### config.mk
export PLATFORM = sky130hd
export DESIGN_NAME = can_frame_led_gateway
export DESIGN_NICKNAME = d
export VERILOG_FILES = /design/src/cflg_pkg.sv /design/src/can_frame_led_gateway.sv /design/src/cflg_fifo.sv /design/src/cflg_front.sv /design/src/cflg_back.sv
export SDC_FILE = /design/constraint.sdc
export NUM_CORES = 1
export LEC_CHECK = 0
export BUFFER_PORTS_ARGS = -buffer_cell sky130_fd_sc_hd__buf_2
export CAP_MARGIN = 40
export CELL_PAD_IN_SITES_DETAIL_PLACEMENT = 2
export CELL_PAD_IN_SITES_GLOBAL_PLACEMENT = 2
export CORE_UTILIZATION = 42
export DETAILED_ROUTE_END_ITERATION = 16
export PLACE_DENSITY_LB_ADDON = 0.25
export SYNTH_ARGS = -nofsm -noshare
export SYNTH_HDL_FRONTEND = slang
export SYNTH_SLANG_ARGS = --single-unit
### constraint.sdc
create_clock -name clk_i -period 7.7 [get_ports clk_i]
set_input_delay 1.155 -clock clk_i [delete_from_list [all_inputs] [get_ports clk_i]]
set_output_delay 1.155 -clock clk_i [all_outputs]
set_load 0.02 [all_outputs]
### src/cflg_pkg.sv
package cflg_pkg;

  typedef enum logic [2:0] {
    RegLampsEnable      = 3'd0,
    RegGreenOnly        = 3'd1,
    RegRegenNotifyEn    = 3'd2,
    RegGongEnable       = 3'd3,
    RegBlinkIntervalMs  = 3'd4,
    RegInfoFrameId      = 3'd5,
    RegBrightFrameId    = 3'd6,
    RegDriveFrameId     = 3'd7
  } reg_idx_e;

  typedef enum logic [1:0] {
    TxNone  = 2'd0,
    TxGong  = 2'd1,
    TxBlink = 2'd2
  } tx_kind_e;

  localparam int unsigned IdW      = 11;
  localparam int unsigned CfgDataW = 16;
  localparam int unsigned CfgIdxW  = 3;

  localparam logic [7:0] RegenMask  = 8'h21;
  localparam logic [7:0] BlinkBit   = 8'h02;
  localparam logic [7:0] GongBit    = 8'h01;
  localparam logic [7:0] CodeYellow = 8'h08;
  localparam logic [7:0] CodeGreen  = 8'h10;

  // brightness map: (raw - 27) * 186 / 73 + 69, saturated at 255
  localparam logic [7:0]  BrightOffset = 8'd27;
  localparam logic [7:0]  BrightBase   = 8'd69;
  localparam logic [7:0]  BrightSatRaw = 8'd100;
  localparam logic [7:0]  LevelMax     = 8'd255;
  localparam int unsigned RecipShift   = 20;
  // 186 * ceil(2^20 / 73), exact for products up to well beyond 72 * 186
  localparam logic [21:0] BrightRecip  = 22'd2671890;

  localparam logic [15:0] CfgIntervalRst = 16'd250;
  localparam logic [IdW-1:0] CfgInfoIdRst   = 11'd954;
  localparam logic [IdW-1:0] CfgBrightIdRst = 11'd1136;
  localparam logic [IdW-1:0] CfgDriveIdRst  = 11'd1152;

  typedef struct packed {
    logic           lamps_enable;
    logic           green_only;
    logic           regen_notify_enable;
    logic           gong_enable;
    logic [15:0]    blink_interval_ms;
    logic [IdW-1:0] info_frame_id;
    logic [IdW-1:0] brightness_frame_id;
    logic [IdW-1:0] drivetrain_frame_id;
  } cfg_t;

  typedef struct packed {
    logic             is_drive;
    logic             regen_active;
    logic             is_bright;
    logic             is_info;
    logic             code_yellow;
    logic             code_green;
    logic [7:0]       bright_level;
    logic [7:0][7:0]  data;
    logic [31:0]      time_ms;
  } cls_t;

  typedef struct packed {
    tx_kind_e         kind;
    logic [7:0][7:0]  tx;
    logic [7:0]       yellow;
    logic [7:0]       green;
  } res_t;

endpackage

### src/can_frame_led_gateway.sv
// lamp gateway for received can frames
// input side is a queue: present a frame on frame_id_i, data_byte_*_i and
// time_ms_i with push_i; it is taken at a clock edge where full_o is low.
// result side is a queue too: while empty_o is low the oldest result sits on
// tx_kind_o, tx_byte_*_o, yellow_level_o and green_level_o, and pop_i takes it.
// every frame yields exactly one result beat (tx_kind_o of none when nothing
// is sent, with all tx bytes zero).
// a frame is classified in the cycle it is pushed and lands in a small queue;
// the back end takes it from there, applies it to the state and writes the
// result queue, from which it can then be popped.
// throughput is one frame per cycle while the result queue is not full; the
// back end updates the state as it takes each frame.
// if the receiver stalls, the result queue fills, the back end holds, the
// middle queue fills and full_o rises; nothing is dropped.
// configuration: cfg_we_i writes cfg_wdata_i into register cfg_idx_i;
// write it only while both queues are empty.
// reset (rst_ni low) empties both queues and returns all registers and state
// to their defaults.
module can_frame_led_gateway #(
  parameter int unsigned MidDepth = 2,
  parameter int unsigned OutDepth = 2
) (
  input  logic                          clk_i,
  input  logic                          rst_ni,
  input  logic                          cfg_we_i,
  input  logic [cflg_pkg::CfgIdxW-1:0]  cfg_idx_i,
  input  logic [cflg_pkg::CfgDataW-1:0] cfg_wdata_i,
  input  logic                          push_i,
  output logic                          full_o,
  input  logic [cflg_pkg::IdW-1:0]      frame_id_i,
  input  logic [7:0]                    data_byte_0_i,
  input  logic [7:0]                    data_byte_1_i,
  input  logic [7:0]                    data_byte_2_i,
  input  logic [7:0]                    data_byte_3_i,
  input  logic [7:0]                    data_byte_4_i,
  input  logic [7:0]                    data_byte_5_i,
  input  logic [7:0]                    data_byte_6_i,
  input  logic [7:0]                    data_byte_7_i,
  input  logic [31:0]                   time_ms_i,
  output logic                          empty_o,
  input  logic                          pop_i,
  output logic [1:0]                    tx_kind_o,
  output logic [7:0]                    tx_byte_0_o,
  output logic [7:0]                    tx_byte_1_o,
  output logic [7:0]                    tx_byte_2_o,
  output logic [7:0]                    tx_byte_3_o,
  output logic [7:0]                    tx_byte_4_o,
  output logic [7:0]                    tx_byte_5_o,
  output logic [7:0]                    tx_byte_6_o,
  output logic [7:0]                    tx_byte_7_o,
  output logic [7:0]                    yellow_level_o,
  output logic [7:0]                    green_level_o
);
  import cflg_pkg::*;

  cfg_t            cfg_q;
  logic [7:0][7:0] rx_data;
  cls_t            cls_in, cls_head;
  logic            mid_empty, mid_take;
  res_t            res_in, res_head;
  logic            res_full, res_push;

  always_ff @(posedge clk_i or negedge rst_ni) begin
    if (!rst_ni) begin
      cfg_q.lamps_enable        <= 1'b1;
      cfg_q.green_only          <= 1'b1;
      cfg_q.regen_notify_enable <= 1'b1;
      cfg_q.gong_enable         <= 1'b1;
      cfg_q.blink_interval_ms   <= CfgIntervalRst;
      cfg_q.info_frame_id       <= CfgInfoIdRst;
      cfg_q.brightness_frame_id <= CfgBrightIdRst;
      cfg_q.drivetrain_frame_id <= CfgDriveIdRst;
    end else if (cfg_we_i) begin
      unique case (reg_idx_e'(cfg_idx_i))
        RegLampsEnable:     cfg_q.lamps_enable        <= cfg_wdata_i[0];
        RegGreenOnly:       cfg_q.green_only          <= cfg_wdata_i[0];
        RegRegenNotifyEn:   cfg_q.regen_notify_enable <= cfg_wdata_i[0];
        RegGongEnable:      cfg_q.gong_enable         <= cfg_wdata_i[0];
        RegBlinkIntervalMs: cfg_q.blink_interval_ms   <= cfg_wdata_i;
        RegInfoFrameId:     cfg_q.info_frame_id       <= cfg_wdata_i[IdW-1:0];
        RegBrightFrameId:   cfg_q.brightness_frame_id <= cfg_wdata_i[IdW-1:0];
        RegDriveFrameId:    cfg_q.drivetrain_frame_id <= cfg_wdata_i[IdW-1:0];
        default: ;
      endcase
    end
  end

  assign rx_data = {data_byte_7_i, data_byte_6_i, data_byte_5_i, data_byte_4_i,
                    data_byte_3_i, data_byte_2_i, data_byte_1_i, data_byte_0_i};

  cflg_front u_front (
    .cfg_i      (cfg_q),
    .frame_id_i (frame_id_i),
    .data_i     (rx_data),
    .time_ms_i  (time_ms_i),
    .cls_o      (cls_in)
  );

  cflg_fifo #(
    .Width ($bits(cls_t)),
    .Depth (MidDepth)
  ) u_mid_fifo (
    .clk_i   (clk_i),
    .rst_ni  (rst_ni),
    .push_i  (push_i),
    .wdata_i (cls_in),
    .full_o  (full_o),
    .pop_i   (mid_take),
    .rdata_o (cls_head),
    .empty_o (mid_empty)
  );

  cflg_back u_back (
    .clk_i       (clk_i),
    .rst_ni      (rst_ni),
    .cfg_i       (cfg_q),
    .cls_valid_i (!mid_empty),
    .cls_i       (cls_head),
    .cls_take_o  (mid_take),
    .res_full_i  (res_full),
    .res_push_o  (res_push),
    .res_o       (res_in)
  );

  cflg_fifo #(
    .Width ($bits(res_t)),
    .Depth (OutDepth)
  ) u_out_fifo (
    .clk_i   (clk_i),
    .rst_ni  (rst_ni),
    .push_i  (res_push),
    .wdata_i (res_in),
    .full_o  (res_full),
    .pop_i   (pop_i),
    .rdata_o (res_head),
    .empty_o (empty_o)
  );

  assign tx_kind_o      = res_head.kind;
  assign tx_byte_0_o    = res_head.tx[0];
  assign tx_byte_1_o    = res_head.tx[1];
  assign tx_byte_2_o    = res_head.tx[2];
  assign tx_byte_3_o    = res_head.tx[3];
  assign tx_byte_4_o    = res_head.tx[4];
  assign tx_byte_5_o    = res_head.tx[5];
  assign tx_byte_6_o    = res_head.tx[6];
  assign tx_byte_7_o    = res_head.tx[7];
  assign yellow_level_o = res_head.yellow;
  assign green_level_o  = res_head.green;

endmodule

### src/cflg_fifo.sv
module cflg_fifo #(
  parameter int unsigned Width = 1,
  parameter int unsigned Depth = 2
) (
  input  logic             clk_i,
  input  logic             rst_ni,
  input  logic             push_i,
  input  logic [Width-1:0] wdata_i,
  output logic             full_o,
  input  logic             pop_i,
  output logic [Width-1:0] rdata_o,
  output logic             empty_o
);

  localparam int unsigned PtrW = (Depth > 1) ? $clog2(Depth) : 1;
  localparam int unsigned CntW = $clog2(Depth + 1);

  logic [Width-1:0] mem [Depth];
  logic [PtrW-1:0]  wptr_q, wptr_d, rptr_q, rptr_d;
  logic [CntW-1:0]  cnt_q, cnt_d;
  logic             do_push, do_pop;

  assign full_o  = (cnt_q == CntW'(Depth));
  assign empty_o = (cnt_q == '0);
  assign do_push = push_i && !full_o;
  assign do_pop  = pop_i && !empty_o;
  assign rdata_o = mem[rptr_q];

  always_comb begin
    wptr_d = wptr_q;
    rptr_d = rptr_q;
    cnt_d  = cnt_q;
    if (do_push) begin
      wptr_d = (wptr_q == PtrW'(Depth - 1)) ? '0 : wptr_q + 1'b1;
    end
    if (do_pop) begin
      rptr_d = (rptr_q == PtrW'(Depth - 1)) ? '0 : rptr_q + 1'b1;
    end
    if (do_push && !do_pop) begin
      cnt_d = cnt_q + 1'b1;
    end else if (do_pop && !do_push) begin
      cnt_d = cnt_q - 1'b1;
    end
  end

  always_ff @(posedge clk_i or negedge rst_ni) begin
    if (!rst_ni) begin
      wptr_q <= '0;
      rptr_q <= '0;
      cnt_q  <= '0;
    end else begin
      wptr_q <= wptr_d;
      rptr_q <= rptr_d;
      cnt_q  <= cnt_d;
    end
  end

  always_ff @(posedge clk_i) begin
    if (do_push) begin
      mem[wptr_q] <= wdata_i;
    end
  end

endmodule

### src/cflg_front.sv
module cflg_front (
  input  cflg_pkg::cfg_t             cfg_i,
  input  logic [cflg_pkg::IdW-1:0]   frame_id_i,
  input  logic [7:0][7:0]            data_i,
  input  logic [31:0]                time_ms_i,
  output cflg_pkg::cls_t             cls_o
);
  import cflg_pkg::*;

  logic [7:0]  raw;
  logic        above, below;
  logic [6:0]  span;
  logic [28:0] prod;
  logic [7:0]  quot;
  logic        bright_hit;

  assign raw   = data_i[4];
  assign above = (raw >= BrightSatRaw);
  assign below = (raw < BrightOffset);
  // distance from the knee, both sides share one constant multiplier
  assign span  = below ? 7'(BrightOffset - raw) : 7'(raw - BrightOffset);
  assign prod  = 29'(span) * 29'(BrightRecip);
  assign quot  = prod[RecipShift +: 8];

  assign bright_hit = (frame_id_i == cfg_i.brightness_frame_id);

  always_comb begin
    cls_o.is_drive     = cfg_i.regen_notify_enable && (frame_id_i == cfg_i.drivetrain_frame_id);
    cls_o.regen_active = ((data_i[0] & RegenMask) == RegenMask);
    cls_o.is_bright    = cfg_i.lamps_enable && bright_hit;
    cls_o.is_info      = cfg_i.lamps_enable && !bright_hit
                         && (frame_id_i == cfg_i.info_frame_id);
    cls_o.code_yellow  = (data_i[2] == CodeYellow);
    cls_o.code_green   = (data_i[2] == CodeGreen);
    priority if (above) begin
      cls_o.bright_level = LevelMax;
    end else if (below) begin
      cls_o.bright_level = BrightBase - quot;
    end else begin
      cls_o.bright_level = BrightBase + quot;
    end
    cls_o.data    = data_i;
    cls_o.time_ms = time_ms_i;
  end

endmodule

### src/cflg_back.sv
module cflg_back (
  input  logic            clk_i,
  input  logic            rst_ni,
  input  cflg_pkg::cfg_t  cfg_i,
  input  logic            cls_valid_i,
  input  cflg_pkg::cls_t  cls_i,
  output logic            cls_take_o,
  input  logic            res_full_i,
  output logic            res_push_o,
  output cflg_pkg::res_t  res_o
);
  import cflg_pkg::*;

  logic [7:0][7:0] info_q, info_d;
  logic [7:0][7:0] drv_q, drv_d;
  logic            was_q, was_d;
  logic            blink_q, blink_d;
  logic [31:0]     start_q, start_d;
  logic [7:0]      bright_q, bright_d;
  logic [7:0]      yellow_q, yellow_d;
  logic [7:0]      green_q, green_d;

  logic            fire;
  logic [15:0]     interval;
  logic [31:0]     elapsed;
  logic [7:0][7:0] gong_frame;
  logic [7:0][7:0] blink_frame;

  assign fire       = cls_valid_i && !res_full_i;
  assign cls_take_o = fire;
  assign res_push_o = fire;

  assign interval = (cfg_i.blink_interval_ms == '0) ? 16'd1 : cfg_i.blink_interval_ms;
  assign elapsed  = cls_i.time_ms - start_q;

  always_comb begin
    gong_frame    = info_q;
    gong_frame[2] = info_q[2] | GongBit;
    // blink frame is built on this frame's data, it replaced the stored one
    blink_frame    = cls_i.data;
    blink_frame[5] = blink_q ? (cls_i.data[5] & ~BlinkBit) : (cls_i.data[5] | BlinkBit);
    blink_frame[7] = blink_frame[1] ^ blink_frame[2] ^ blink_frame[3] ^ blink_frame[4]
                     ^ blink_frame[5] ^ blink_frame[6] ^ cls_i.data[7];
  end

  always_comb begin
    info_d   = info_q;
    drv_d    = drv_q;
    was_d    = was_q;
    blink_d  = blink_q;
    start_d  = start_q;
    bright_d = bright_q;
    yellow_d = yellow_q;
    green_d  = green_q;
    res_o.kind = TxNone;
    res_o.tx   = '0;

    if (cls_i.is_drive) begin
      if (cls_i.regen_active) begin
        drv_d = cls_i.data;
      end
      priority if (cls_i.regen_active && !was_q) begin
        start_d = cls_i.time_ms;
        blink_d = 1'b0;
        was_d   = 1'b1;
        if (cfg_i.gong_enable) begin
          res_o.kind = TxGong;
          res_o.tx   = gong_frame;
        end
      end else if (!cls_i.regen_active && was_q) begin
        was_d = 1'b0;
        if (cfg_i.gong_enable) begin
          res_o.kind = TxGong;
          res_o.tx   = gong_frame;
        end
      end else if (cls_i.regen_active) begin
        if (elapsed >= {16'd0, interval}) begin
          start_d    = cls_i.time_ms;
          blink_d    = !blink_q;
          drv_d      = blink_frame;
          res_o.kind = TxBlink;
          res_o.tx   = blink_frame;
        end
      end else begin
        // regen idle, nothing to send
      end
    end

    if (cls_i.is_bright) begin
      bright_d = cls_i.bright_level;
    end else if (cls_i.is_info) begin
      priority if (cls_i.code_yellow && !cfg_i.green_only) begin
        yellow_d = bright_q;
        green_d  = '0;
      end else if (cls_i.code_green) begin
        yellow_d = '0;
        green_d  = bright_q;
      end else begin
        if (!cfg_i.green_only) begin
          yellow_d = '0;
        end
        green_d = '0;
      end
      info_d = cls_i.data;
    end

    res_o.yellow = yellow_d;
    res_o.green  = green_d;
  end

  always_ff @(posedge clk_i or negedge rst_ni) begin
    if (!rst_ni) begin
      info_q   <= '0;
      drv_q    <= '0;
      was_q    <= 1'b0;
      blink_q  <= 1'b0;
      start_q  <= '0;
      bright_q <= LevelMax;
      yellow_q <= '0;
      green_q  <= '0;
    end else if (fire) begin
      info_q   <= info_d;
      drv_q    <= drv_d;
      was_q    <= was_d;
      blink_q  <= blink_d;
      start_q  <= start_d;
      bright_q <= bright_d;
      yellow_q <= yellow_d;
      green_q  <= green_d;
    end
  end

endmodule

* Word level (Yosys, flattened, before mapping)
Memory sizes are Yosys's and may differ from the RTL's. Cells that the tools add are included.
Word-level totals: input bits 131, RAM bits 384, word-level logic and storage cells 162, output and inout bits 84, memories 2, register bits 183
Memory list:
- u_mid_fifo.mem | words 2, bits a word 110, read ports 1, clocked after memory_dff 0, wr ports 1, line cflg_fifo.sv:18 | logic [Width-1:0] mem [Depth];
- u_out_fifo.mem | words 2, bits a word 82, read ports 1, clocked after memory_dff 0, wr ports 1, line cflg_fifo.sv:18
Cells by class: equal/unequal tests 16, multipliers 1, bitwise logic cells 7, muxes and demuxes 42, reduce and logical (&&, ||, !) cells 50, add/subtract/negate cells 13, $lt $le $gt $ge 3
Operators by type and width (number):
- 66-bit two-way mux | 5
- 32-bit two-way mux | 4
- 8-bit two-way mux | 11
- 65-bit two-way mux | 1
- 8-bit XOR | 6
- 11-bit == test | 3
- 32-bit by 16-bit >= comparator with 1-bit output | 1
- 32-bit subtractor | 1
- 7-bit by 21-bit multiplier with 27-bit output (second input constant) | 1
- 2-bit AND reduction | 9
- 1-bit logical AND | 16
- 16-bit zero test | 1
- 16-bit two-way mux | 1
- 1-bit two-way mux | 14
- 1-bit zero test | 13
- 3-bit == test (second input constant) | 4
- 2-bit two-way mux | 5
- 2-bit nonzero test | 5
- 7-bit by 8-bit adder with 8-bit output (first input constant) | 1
- 8-bit by 4-bit == test with 1-bit output (second input constant) | 1
- 8-bit by 5-bit == test with 1-bit output (second input constant) | 1
- 8-bit by 7-bit >= comparator with 1-bit output (second input constant) | 1
- 8-bit by 5-bit less-than comparator with 1-bit output (second input constant) | 1
- 7-bit by 8-bit subtractor with 8-bit output (first input constant) | 1
- 15 further kinds | 25

* Depth between registers and ports, before layout
Gate-level depths: netlist of the first run. An unclocked memory read counts as a cell.
depth in word-level cells 12, mapped depth 29, mapped depth without buffers 28

* Modules after synthesis
From an unflattened synthesis of the first run, not the netlist that was laid out.
Unflattened totals: cell total of the unflattened synthesis 2222, area total of the unflattened synthesis 29009.1 sq um
Modules (own cells, without submodules):
- cflg_back | sequential area each 3037.9 sq um, area each 8958.6 sq um, instances 1, cells each 1047
- cflg_fifo (u_mid_fifo) | sequential area each 6706.4 sq um, area each 8164.1 sq um, instances 1, cells each 361
- cflg_fifo (u_out_fifo) | sequential area each 5024.8 sq um, area each 6463.7 sq um, instances 1, cells each 274
- cflg_front | sequential area each 0.0 sq um, area each 3304.4 sq um, instances 1, cells each 420
- can_frame_led_gateway | sequential area each 1355.0 sq um, area each 2118.3 sq um, instances 1, cells each 120

* Worst setup path after synthesis of the first run
OpenSTA, ideal clock, no wires.
path type in2reg, start input data_byte_4_i[2], end memory u_mid_fifo.mem[0][103] (netlist bit) (data pin), data required time 7.557 ns, setup slack 1.022 ns, stages on the path 26, buffers on the path 1, arrival 6.535 ns, setup time 0.143 ns, cell sequence inv_1 ha_1 a21o_1 a21oi_1 clkbuf_1 a311oi_1 a31oi_1 inv_1 ha_1 ha_1 inv_1 fa_1 inv_1 ha_1 and3_1 a311o_1 o21ai_0 o211ai_1 xor2_1 inv_1 ha_1 a21oi_1 nor4b_1 a21oi_1 or3_1 nand3_1
RTL lines:
- start, declared | line can_frame_led_gateway.sv:35 | input logic [7:0] data_byte_4_i,
- end, declared | line cflg_fifo.sv:18

==> results of run 1 <==
-- registers in the layout, summed over array words and instances, names as in the netlist --
register	flops
u_out_fifo.cnt_q	2
u_back.blink_q	1
u_back.start_q	32
u_back.bright_q	8
u_mid_fifo.mem	220
u_back.was_q	1
u_mid_fifo.rptr_q	1
u_out_fifo.rptr_q	1
u_out_fifo.mem	164
u_mid_fifo.wptr_q	1
u_back.yellow_q	8
cfg_q	53
u_back.gong_frame	63
u_back.green_q	8
u_mid_fifo.cnt_q	2
u_out_fifo.wptr_q	1
-- per-stage QoR --
| step | cells | utilization | instance area [sq um] |
|---|---|---|---|
| 5_1_grt | 3301 | 0.491 | 31700 |
| 2_1_floorplan | 2171 | - | 27500 |
| 4_1_cts | 3301 | 0.491 | 31700 |
| 3_3_place_gp | 3173 | 0.457 | 29400 |
| 6_report | 3305 | 0.491 | 31700 |
| 3_5_place_dp | 3185 | 0.461 | 29700 |
-- cell usage in the layout, fill, tap and decap left out, types with 12 or more instances in the layout --
master	instances
nand2_1	243
dfstp_2	31
mux2i_1	87
clkbuf_16	62
dfrtp_1	149
a21oi_1	85
ha_1	116
clkbuf_1	18
clkinv_2	12
inv_1	102
o21ai_0	145
xor2_1	46
nor2_1	79
edfxtp_1	384
o21ai_2	48
xnor2_1	123
nor3_1	18
buf_4	23
buf_2	214
a21o_1	25
nand3_1	19
nand4_1	23
mux2_2	182
clkinv_1	12
-- report_power, final --
group	switching, uW	internal (uW)	total [uW]
clock	1250	1630	2870
sequential	580	4710	5290
combinational	4510	2710	7220
total	6340	9050	15400
-- cell families after synthesis --
logic type,count (synthesis),synth area share
flip-flops,566,0.587
AND/OR/NAND/NOR,459,0.0748
AO/OA/AOI/OAI,390,0.0901
multiplexers,269,0.106
buffers and inverters,194,0.0288
XOR/XNOR,169,0.0539
adder cells (fa/ha/maj),124,0.0587
-- layout make-up --
| cell class | instances | area [sq um] | share of cell area |
|---|---|---|---|
| Clock inverter | 28 | 234 | 0.00739 |
| Antenna cell | 4 | 10.0 | 0.000316 |
| Multi-Input combinational cell | 1411 | 10600 | 0.334 |
| Tap cell | 855 | 1070 | 0.0338 |
| Inverter | 104 | 390 | 0.0123 |
| Sequential cell | 566 | 16100 | 0.509 |
| Clock buffer | 88 | 1730 | 0.0546 |
| Timing Repair Buffer | 249 | 1520 | 0.0481 |
-- how the worst max path moves through the flow --
stage,from,end,slack (ns),cells past startpoint
after floorplan,data_byte_4_i[2],u_mid_fifo.mem[0][103],1.02,26
after CTS,data_byte_4_i[2],u_mid_fifo.mem[1][103],0.65,28
final,data_byte_4_i[2],u_mid_fifo.mem[1][103],0.66,28
after detailed placement,data_byte_4_i[2],u_mid_fifo.mem[0][103],-0.003,28
after global placement,data_byte_4_i[2],u_mid_fifo.mem[1][103],0.38,28
after global routing,data_byte_4_i[2],u_mid_fifo.mem[1][102],0.30,26
-- layer usage --
layer | share of wire | vias up | GRT usage
met3 | 0.042 | 137 | 0.0399
met2 | 0.52 | 321 | 0.444
li1 | - | 8295 | -
met4 | 0.035 | 12 | 0.0860
met5 | 0.0010 | - | 0
met1 | 0.40 | 9311 | 0.280
==> run metrics, run 1 <==
measured slew at the worst slew-check pin=0.899 ns; Mean Syn Cell Area=12.6 sq um; DRC Markers=0; register area share after synthesis=0.587; max-cap check violation count=0; Slowest cell on crit path=a31oi_1; DR vias=18,100; total power=15,400 uW; grt ovf=0; crit path launch type=primary input; Post-layout nets=2,648; DIE HEIGHT=258 microns; Row Count=93; most area-consuming cells after synthesis=edfxtp_1 42%, dfrtp_1 14%, mux2_2 7.5%; core area=64,500 sq um; setup bufs post-CTS=0; biggest area consumer among synthesized cells=edfxtp_1; Clock transition at path regs=0.06 ns; share of flip-flops with an asynchronous set or reset=0.322; largest net degree at the start of global routing=68; hold buffers post-CTS=0; setup TNS=0 ns; R2R cell count=24; Layout area overhead=15.4%; synth cell count leaders=384 x edfxtp_1, 243 x nand2_1, 182 x mux2_2; CTS root buf=clkbuf_16; top_reg_cell synth=edfxtp_1; PortBufs=214; IR drop worst, VDD=0.000240 V; RSZ-0062 raised after global routing=false; final count of pins violating max slew=0; Post-synth EDFFs=384; Num CTS Buffers=61; Post-Synthesis Net Count=2,426; Rel. slew slack=0.398; Clk Latency, worst-skew pair=0.65 ns; final wirelength=79.8 mm; Top-Level Pins=215; crit path DAT=7.54 ns; Max clock buf depth=3; maximum achievable frequency=142 MHz; Worst Path Required=8.19 ns; first-pass GRT wire length=122 mm; R2R Setup Slk=1.22 ns; Vias/cell=5.47; TritonCTS clock tree=done; die area=66,400 sq um; Crit path max-delay family=compound AO/OA/AOI/OAI gates; r2r endpoint=u_out_fifo.mem[0][50]; share of post-route cells with drive strength above 1=0.253; Syn Std Cell Area=27,500 sq um; Synth cell types=72; Num Clock Sinks=566; Seq cells post-synth=566; CTS H-tree depth=2; initial DRC count=851; status=finished, final reports clean; worst slack, placed=-0.00335 ns; DRT Pass-1 Iters=6; final worst-path cycle share=0.915; Setup WS post-layout=0.655 ns; DP Wirelength=56.4 mm; Resize count post-CTS=0; Buffers & Inverters on Critical Path=6; final hold vios=0; Global Route Usage Sum=0.241; Final Critical Period=7.04 ns; initial antenna violation count=14; Final Skew=0.0322 ns; DR WL/cell=24.1 microns; vias in the first global route=20,700; critical path class=primary input to register; die width=258 microns; Largest stage delay, worst path=0.71 ns; hold_ws=0.489 ns; Worst Setup End Kind=register; CP Max Fanout=8; post-synthesis cell count=2,171; Power Density=486 nW/um^2; worst hold path type=primary input to async pin; Leakage Power=0.0128 uW; most frequent cell after synthesis=edfxtp_1; R2R Path Start=u_mid_fifo.rptr_q; Final setup viols=0; Routed Antenna Nets=0; fillers=6,332; gp weighted congestion=0.818; top cell type's share of synthesized area=0.420; yosys warns=0; Starting Density=0.426
(Power assumes the default switching activity.)
==> run 2, diff against run 1 <==
--- a/config.mk
+++ b/config.mk
@@ -9,9 +9,10 @@
 export CAP_MARGIN = 40
 export CELL_PAD_IN_SITES_DETAIL_PLACEMENT = 2
 export CELL_PAD_IN_SITES_GLOBAL_PLACEMENT = 2
-export CORE_UTILIZATION = 42
+export CORE_UTILIZATION = 43
 export DETAILED_ROUTE_END_ITERATION = 16
 export PLACE_DENSITY_LB_ADDON = 0.25
 export SYNTH_ARGS = -nofsm -noshare
 export SYNTH_HDL_FRONTEND = slang
+export SYNTH_HIERARCHICAL = 1
 export SYNTH_SLANG_ARGS = --single-unit
==> run metrics, run 2 <==
Synth cell types=94 (was 72); core area=66,200 sq um (was 64,500 sq um); yosys warns=6 (was 0); GRT busiest layer=met2 (unchanged); Top-Level Pins=215 (unchanged); first-pass GRT wire length=123 mm (was 122 mm); IR drop worst, VDD=0.000229 V (was 0.000240 V); share of flip-flops with an asynchronous set or reset=0.322 (unchanged); Final Skew=0.0442 ns (was 0.0322 ns); PortBufs=214 (unchanged); setup bufs post-CTS=0 (unchanged); Post-Synthesis Net Count=2,477 (was 2,426); top cell type's share of synthesized area=0.397 (was 0.420); DR WL/cell=24.8 microns (was 24.1 microns); Max clock buf depth=3 (unchanged); CTS root buf=clkbuf_16 (unchanged); Clock Power Share=0.175 (was 0.187); Worst Setup End Kind=register (unchanged); gp weighted congestion=0.825 (was 0.818); CP Max Fanout=9 (was 8); biggest area consumer among synthesized cells=edfxtp_1 (unchanged); critical path class=primary input to register (unchanged); fillers=6,416 (was 6,332); Post-synth EDFFs=384 (unchanged); maximum achievable frequency=145 MHz (was 142 MHz); vias in the first global route=20,300 (was 20,700); share of post-route cells with drive strength above 1=0.275 (was 0.253); top_reg_cell synth=edfxtp_1 (unchanged); grt ovf=0 (unchanged); Sequential Power Share=0.330 (was 0.344); Mean Syn Cell Area=13.1 sq um (was 12.6 sq um); DIE HEIGHT=262 microns (was 258 microns); initial DRC count=977 (was 851); worst slack, placed=0.130 ns (was -0.00335 ns); Setup WS post-layout=0.812 ns (was 0.655 ns); Syn Std Cell Area=29,000 sq um (was 27,500 sq um); Pint=9320 uW (was 9050 uW); DR vias=18,100 (about the same); Global Route Usage Sum=0.237 (was 0.241); Resize count post-CTS=0 (unchanged); Worst Path Required=8.05 ns (was 8.19 ns); Vias/cell=5.56 (was 5.47); Final Critical Period=6.89 ns (was 7.04 ns); most area-consuming cells after synthesis=edfxtp_1 40%, dfrtp_1 13%, mux2_2 7.0% (was edfxtp_1 42%, dfrtp_1 14%, mux2_2 7.5%); status=finished, final reports clean (unchanged); final wirelength=81.0 mm (was 79.8 mm); met2 usage=0.430 (was 0.444); Leakage Power=0.0131 uW (was 0.0128 uW); Routed Antenna Nets=0 (unchanged); most frequent cells in the layout=384 x edfxtp_1, 272 x nand2_1, 213 x buf_2, 181 x mux2_2, 149 x dfrtp_1 (was 384 x edfxtp_1, 243 x nand2_1, 214 x buf_2, 182 x mux2_2, 149 x dfrtp_1); Num CTS Buffers=60 (was 61); register area share after synthesis=0.556 (was 0.587); largest net degree at the start of global routing=71 (was 68); CTS H-tree depth=2 (unchanged); die width=262 microns (was 258 microns); post-synthesis cell count=2,222 (was 2,171); combinational fraction of design power=0.495 (was 0.469); Final setup viols=0 (unchanged); M1 GR Usage=0.293 (was 0.280); worst hold path type=register to register (was primary input to async pin); measured slew at the worst slew-check pin=0.968 ns (was 0.899 ns); final hold vios=0 (unchanged); sw frac=0.414 (was 0.412); DP Wirelength=56.7 mm (was 56.4 mm); crit path launch type=primary input (unchanged); initial antenna violation count=7 (was 14); Post-layout nets=2,596 (was 2,648); DRT Pass-1 Iters=5 (was 6); Starting Density=0.438 (was 0.426); die area=68,500 sq um (was 66,400 sq um); Rel. slew slack=0.355 (was 0.398); TritonCTS clock tree=done (unchanged); Clock transition at path regs=0.06 ns (about the same); Num Clock Sinks=566 (unchanged); Reg with most FFs=u_mid_fifo/mem (was u_mid_fifo.mem); DRC Markers=0 (unchanged); most frequent cell after synthesis=edfxtp_1 (unchanged); Clk Latency, worst-skew pair=0.66 ns (was 0.65 ns); final count of pins violating max slew=0 (unchanged); synth cell count leaders=384 x edfxtp_1, 273 x nand2_1, 181 x mux2_2 (was 384 x edfxtp_1, 243 x nand2_1, 182 x mux2_2); hold buffers post-CTS=0 (unchanged); crit path DAT=7.23 ns (was 7.54 ns); Row Count=94 (was 93); NetSw=6590 uW (was 6340 uW); Post-Place Cell Area=30,200 sq um (was 29,700 sq um); RSZ-0062 raised after global routing=false (unchanged); number of flip-flops in the largest register=220 (unchanged); final instance area=32,100 sq um (was 31,700 sq um); commonest non-fill, non-tap cell in the layout=edfxtp_1 (unchanged); Power Density=495 nW/um^2 (was 486 nW/um^2); max-cap check violation count=0 (unchanged); setup TNS=0 ns (unchanged); Layout area overhead=10.8% (was 15.4%); Seq cells post-synth=566 (unchanged); GRT met3 Usage=0.0343 (was 0.0399); final worst-path cycle share=0.895 (was 0.915)
-- run 2: cell types whose count changed after synthesis, moves of 33 or more --
| cell | delta |
|---|---|
| mux2_4 | +81 |
| mux2_1 | +33 |
| mux2i_1 | -82 |
| a22o_1 | +71 |
| o21ai_0 | -104 |
| nor2_1 | -34 |
| buf_4 | +95 |
| o21ai_2 | -47 |
-- run 2: through the flow --
step,instances,total power (uW),hold slack (ns),util
finish,3261,15900,0.474,0.485
global route,3258,16900,0.503,0.485
CTS,3256,16100,0.478,0.485
detailed placement,3142,13200,0.463,0.457
global placement,3133,12600,0.458,0.454
floorplan,2222,10800,0.446,-
-- run 2: critical path, stage by stage --
cell,delay (ns)
buf_2,0.19
inv_1,0.10
ha_1,0.26
a21o_1,0.23
a21oi_2,0.40
a311oi_1,0.13
a31oi_1,0.17
buf_4,0.19
inv_1,0.09
ha_1,0.30
ha_1,0.27
inv_1,0.05
fa_1,0.50
inv_1,0.05
ha_1,0.30
nand3_1,0.13
nor3_1,0.10
a221oi_1,0.38
a21oi_1,0.21
or4b_1,0.60
a21boi_0,0.31
and2b_2,0.28
or3b_1,0.40
a311oi_1,0.32
a41oi_1,0.11
-- run 2: cell families after synthesis --
| group | Yosys count | synth area share |
|---|---|---|
| adders and majority gates | 124 | 0.0556 |
| and+or+nand+nor | 501 | 0.0831 |
| xor gates and xnor gates | 127 | 0.0383 |
| muxes | 300 | 0.127 |
| AOI/OAI and AO/OA | 308 | 0.0796 |
| DFF | 566 | 0.556 |
| buffers and inverters | 296 | 0.0609 |
-- run 2: worst paths after layout --
kind	from	to	slack [ns]	depth (start not counted)
min in group asynchronous	rst_ni	u_back/start_q[14]	0.55	1
setup reg to reg	u_mid_fifo/rptr_q	u_back/start_q[6]	1.32	22
hold / removal	u_back/gong_frame[13]	u_back/gong_frame[13]	0.47	2
max in group asynchronous	rst_ni	u_mid_fifo/rptr_q	5.84	2
setup / recovery	data_byte_4_i[2]	u_mid_fifo/mem[0][103]	0.81	25
hold reg to reg	u_back/gong_frame[13]	u_back/gong_frame[13]	0.47	2
-- run 2: area by class of cell --
type	count	area, sq um	area share
diodes	4	10.0	0.000311
inverters	110	413	0.0128
flip-flops and latches	566	16100	0.502
multi-input cells	1360	11200	0.348
repair buffers	243	1440	0.0448
clock inverters	24	203	0.00631
well taps	864	1080	0.0336
clock buffers	90	1680	0.0524
-- run 2: power by group through the flow --
stage / clock (uW) / combinational, uW / sequential [uW]
after global routing: 2950 / 8540 / 5360
after detailed placement: 0 / 7870 / 5300
final: 2790 / 7870 / 5250
after global placement: 0 / 7460 / 5180
after CTS: 2860 / 7960 / 5270
after floorplan: 0 / 5700 / 5090
-- run 2: metal layers --
layer,vias to the layer above,share of wire
li1,8268,-
met1,9455,0.42
met2,285,0.52
met3,110,0.034
met4,8,0.022
met5,-,0.00062
==> run 3, diff against run 2 <==
--- a/config.mk
+++ b/config.mk
@@ -9,6 +9,7 @@
 export CAP_MARGIN = 40
 export CELL_PAD_IN_SITES_DETAIL_PLACEMENT = 2
 export CELL_PAD_IN_SITES_GLOBAL_PLACEMENT = 2
+export CORE_ASPECT_RATIO = 0.7
 export CORE_UTILIZATION = 43
 export DETAILED_ROUTE_END_ITERATION = 16
 export PLACE_DENSITY_LB_ADDON = 0.25
==> run metrics, run 3 (synthesized netlist as in run 2, its figures left out) <==
Starting Density=0.435 (was 0.438); setup bufs post-CTS=0 (unchanged); Num CTS Buffers=56 (was 60); CTS root buf=clkbuf_16 (unchanged); max-cap check violation count=0 (unchanged); status=finished, final reports clean (unchanged); IR drop worst, VDD=0.000233 V (was 0.000229 V); final wirelength=88.7 mm (was 81.0 mm); crit path launch type=register (was primary input); setup TNS=0 ns (unchanged); largest net degree at the start of global routing=80 (was 71); initial antenna violation count=8 (was 7); Global Route Usage Sum=0.260 (was 0.237); DR vias=18,500 (was 18,100); Final setup viols=0 (unchanged); share of post-route cells with drive strength above 1=0.280 (was 0.275); vias in the first global route=20,600 (was 20,300); measured slew at the worst slew-check pin=0.899 ns (was 0.968 ns); Worst Path Required=8.20 ns (was 8.05 ns); DR WL/cell=27.0 microns (was 24.8 microns); Routed Antenna Nets=0 (unchanged); crit path DAT=7.53 ns (was 7.23 ns); maximum achievable frequency=142 MHz (was 145 MHz); core area=66,600 sq um (was 66,200 sq um); final instance area=32,400 sq um (was 32,100 sq um); DP Wirelength=62.5 mm (was 56.7 mm); number of flip-flops in the largest register=220 (unchanged); Num Clock Sinks=566 (unchanged); Crit path max-delay family=compound AO/OA/AOI/OAI gates (unchanged); CTS H-tree depth=2 (unchanged); Worst Setup End Kind=register (unchanged); PortBufs=214 (unchanged); worst hold path type=primary input to async pin (was register to register); most frequent cells in the layout=384 x edfxtp_1, 272 x nand2_1, 215 x buf_2, 181 x mux2_2, 149 x dfrtp_1 (was 384 x edfxtp_1, 272 x nand2_1, 213 x buf_2, 181 x mux2_2, 149 x dfrtp_1); grt ovf=0 (unchanged); Final Critical Period=7.02 ns (was 6.89 ns); total power=16,600 uW (was 15,900 uW); Row Count=79 (was 94); Slowest cell on crit path=dfrtp_4 (was or4b_1); Post-Place Cell Area=30,400 sq um (was 30,200 sq um); Post-layout nets=2,599 (was 2,596); Rel. slew slack=0.391 (was 0.355); DRC Markers=0 (unchanged); Largest stage delay, worst path=0.78 ns (was 0.60 ns); Clk Latency, worst-skew pair=0.64 ns (was 0.66 ns); critical path class=register to register (was primary input to register); die area=68,500 sq um (about the same); gp weighted congestion=0.911 (was 0.825); Max clock buf depth=3 (unchanged); final hold vios=0 (unchanged); Buffers & Inverters on Critical Path=3 (was 6); RSZ-0062 raised after global routing=false (unchanged); Top-Level Pins=215 (unchanged); Resize count post-CTS=0 (unchanged); Vias/cell=5.64 (was 5.56); TritonCTS clock tree=done (unchanged); final count of pins violating max slew=0 (unchanged); die width=312 microns (was 262 microns); R2R Setup Slk=0.68 ns (was 1.32 ns); Leakage Power=0.0132 uW (was 0.0131 uW); Layout area overhead=11.6% (was 10.8%); commonest non-fill, non-tap cell in the layout=edfxtp_1 (unchanged); first-pass GRT wire length=133 mm (was 123 mm); DRT Pass-1 Iters=5 (unchanged); hold buffers post-CTS=0 (unchanged); Final Skew=0.0220 ns (was 0.0442 ns); final worst-path cycle share=0.912 (was 0.895); Reg with most FFs=u_mid_fifo/mem (unchanged); Power Density=512 nW/um^2 (was 495 nW/um^2); Critical Path, Cell by Cell=mux2_2 > inv_1 > ha_1 > inv_1 > fa_1 > a21o_1 > a221oi_2 > o41a_2 > o21ai_0 > xor2_1 > ha_1 > and4_1 > nand4_1 > o32a_1 > o2111ai_1 > nor4_1 > nand4b_1 > and4bb_1 > nand4_1 > o21bai_4 > buf_4 > mux2_1; DIE HEIGHT=219 microns (was 262 microns); initial DRC count=1,199 (was 977); CP Max Fanout=33 (was 9); Clock transition at path regs=0.07 ns (was 0.06 ns)
-- run 3: cell count changes in the layout (fill, tap and decap cells not counted), sizes merged --
cell and delta:
inv +1, diode +2, bufinv +6, clkinvlp -1, buf +8, clkbuf -12
clkinv -3
-- run 3: final timing paths --
check,startpoint,endpoint,cells after the start
setup / recovery,u_mid_fifo/rptr_q,u_back/start_q[0],22
hold / removal,rst_ni,u_back/gong_frame[22],1
setup reg to reg,u_mid_fifo/rptr_q,u_back/start_q[0],22
hold reg to reg,u_back/gong_frame[53],u_back/gong_frame[53],2
max in group asynchronous,rst_ni,u_back/start_q[3],3
min in group clk_i,u_back/gong_frame[53],u_back/gong_frame[53],2
-- run 3: final cells by class --
class	count	area [sq um]
flip-flops and latches	566	16100
multi-input cells	1360	11200
well taps	891	1110
repair buffers	250	1530
clock buffers	79	1630
fillers	6452	34300
diodes	6	15.0
inverters	110	413
clock inverters	27	354
-- run 3: where the power goes --
part | internal, uW | leakage, uW | total (uW) | switching (uW)
logic | 3150 | 0.00643 | 8350 | 5200
clock network | 1720 | 0.000975 | 2960 | 1250
registers | 4690 | 0.00580 | 5260 | 567
-- run 3: stage by stage --
stage / utilization / setup slack, ns / hold WS (ns) / cells
3_5_place_dp: 0.456 / 0.304 / 0.466 / 3177
3_3_place_gp: 0.452 / 0.513 / 0.457 / 3163
5_1_grt: 0.486 / 0.383 / 0.368 / 3287
4_1_cts: 0.486 / 0.721 / 0.355 / 3283
6_report: 0.486 / 0.677 / 0.380 / 3289
2_1_floorplan: - / 1.08 / 0.446 / 2222
-- run 3: routing by layer --
layer / routed length (microns) / part of all wire / GRT usage / up-vias
met5: 24 / 0.00027 / 0 / -
met4: 1720 / 0.019 / 0.0621 / 6
met3: 4110 / 0.046 / 0.0367 / 100
met2: 41400 / 0.47 / 0.421 / 427
met1: 41400 / 0.47 / 0.368 / 9751
li1: - / - / - / 8260
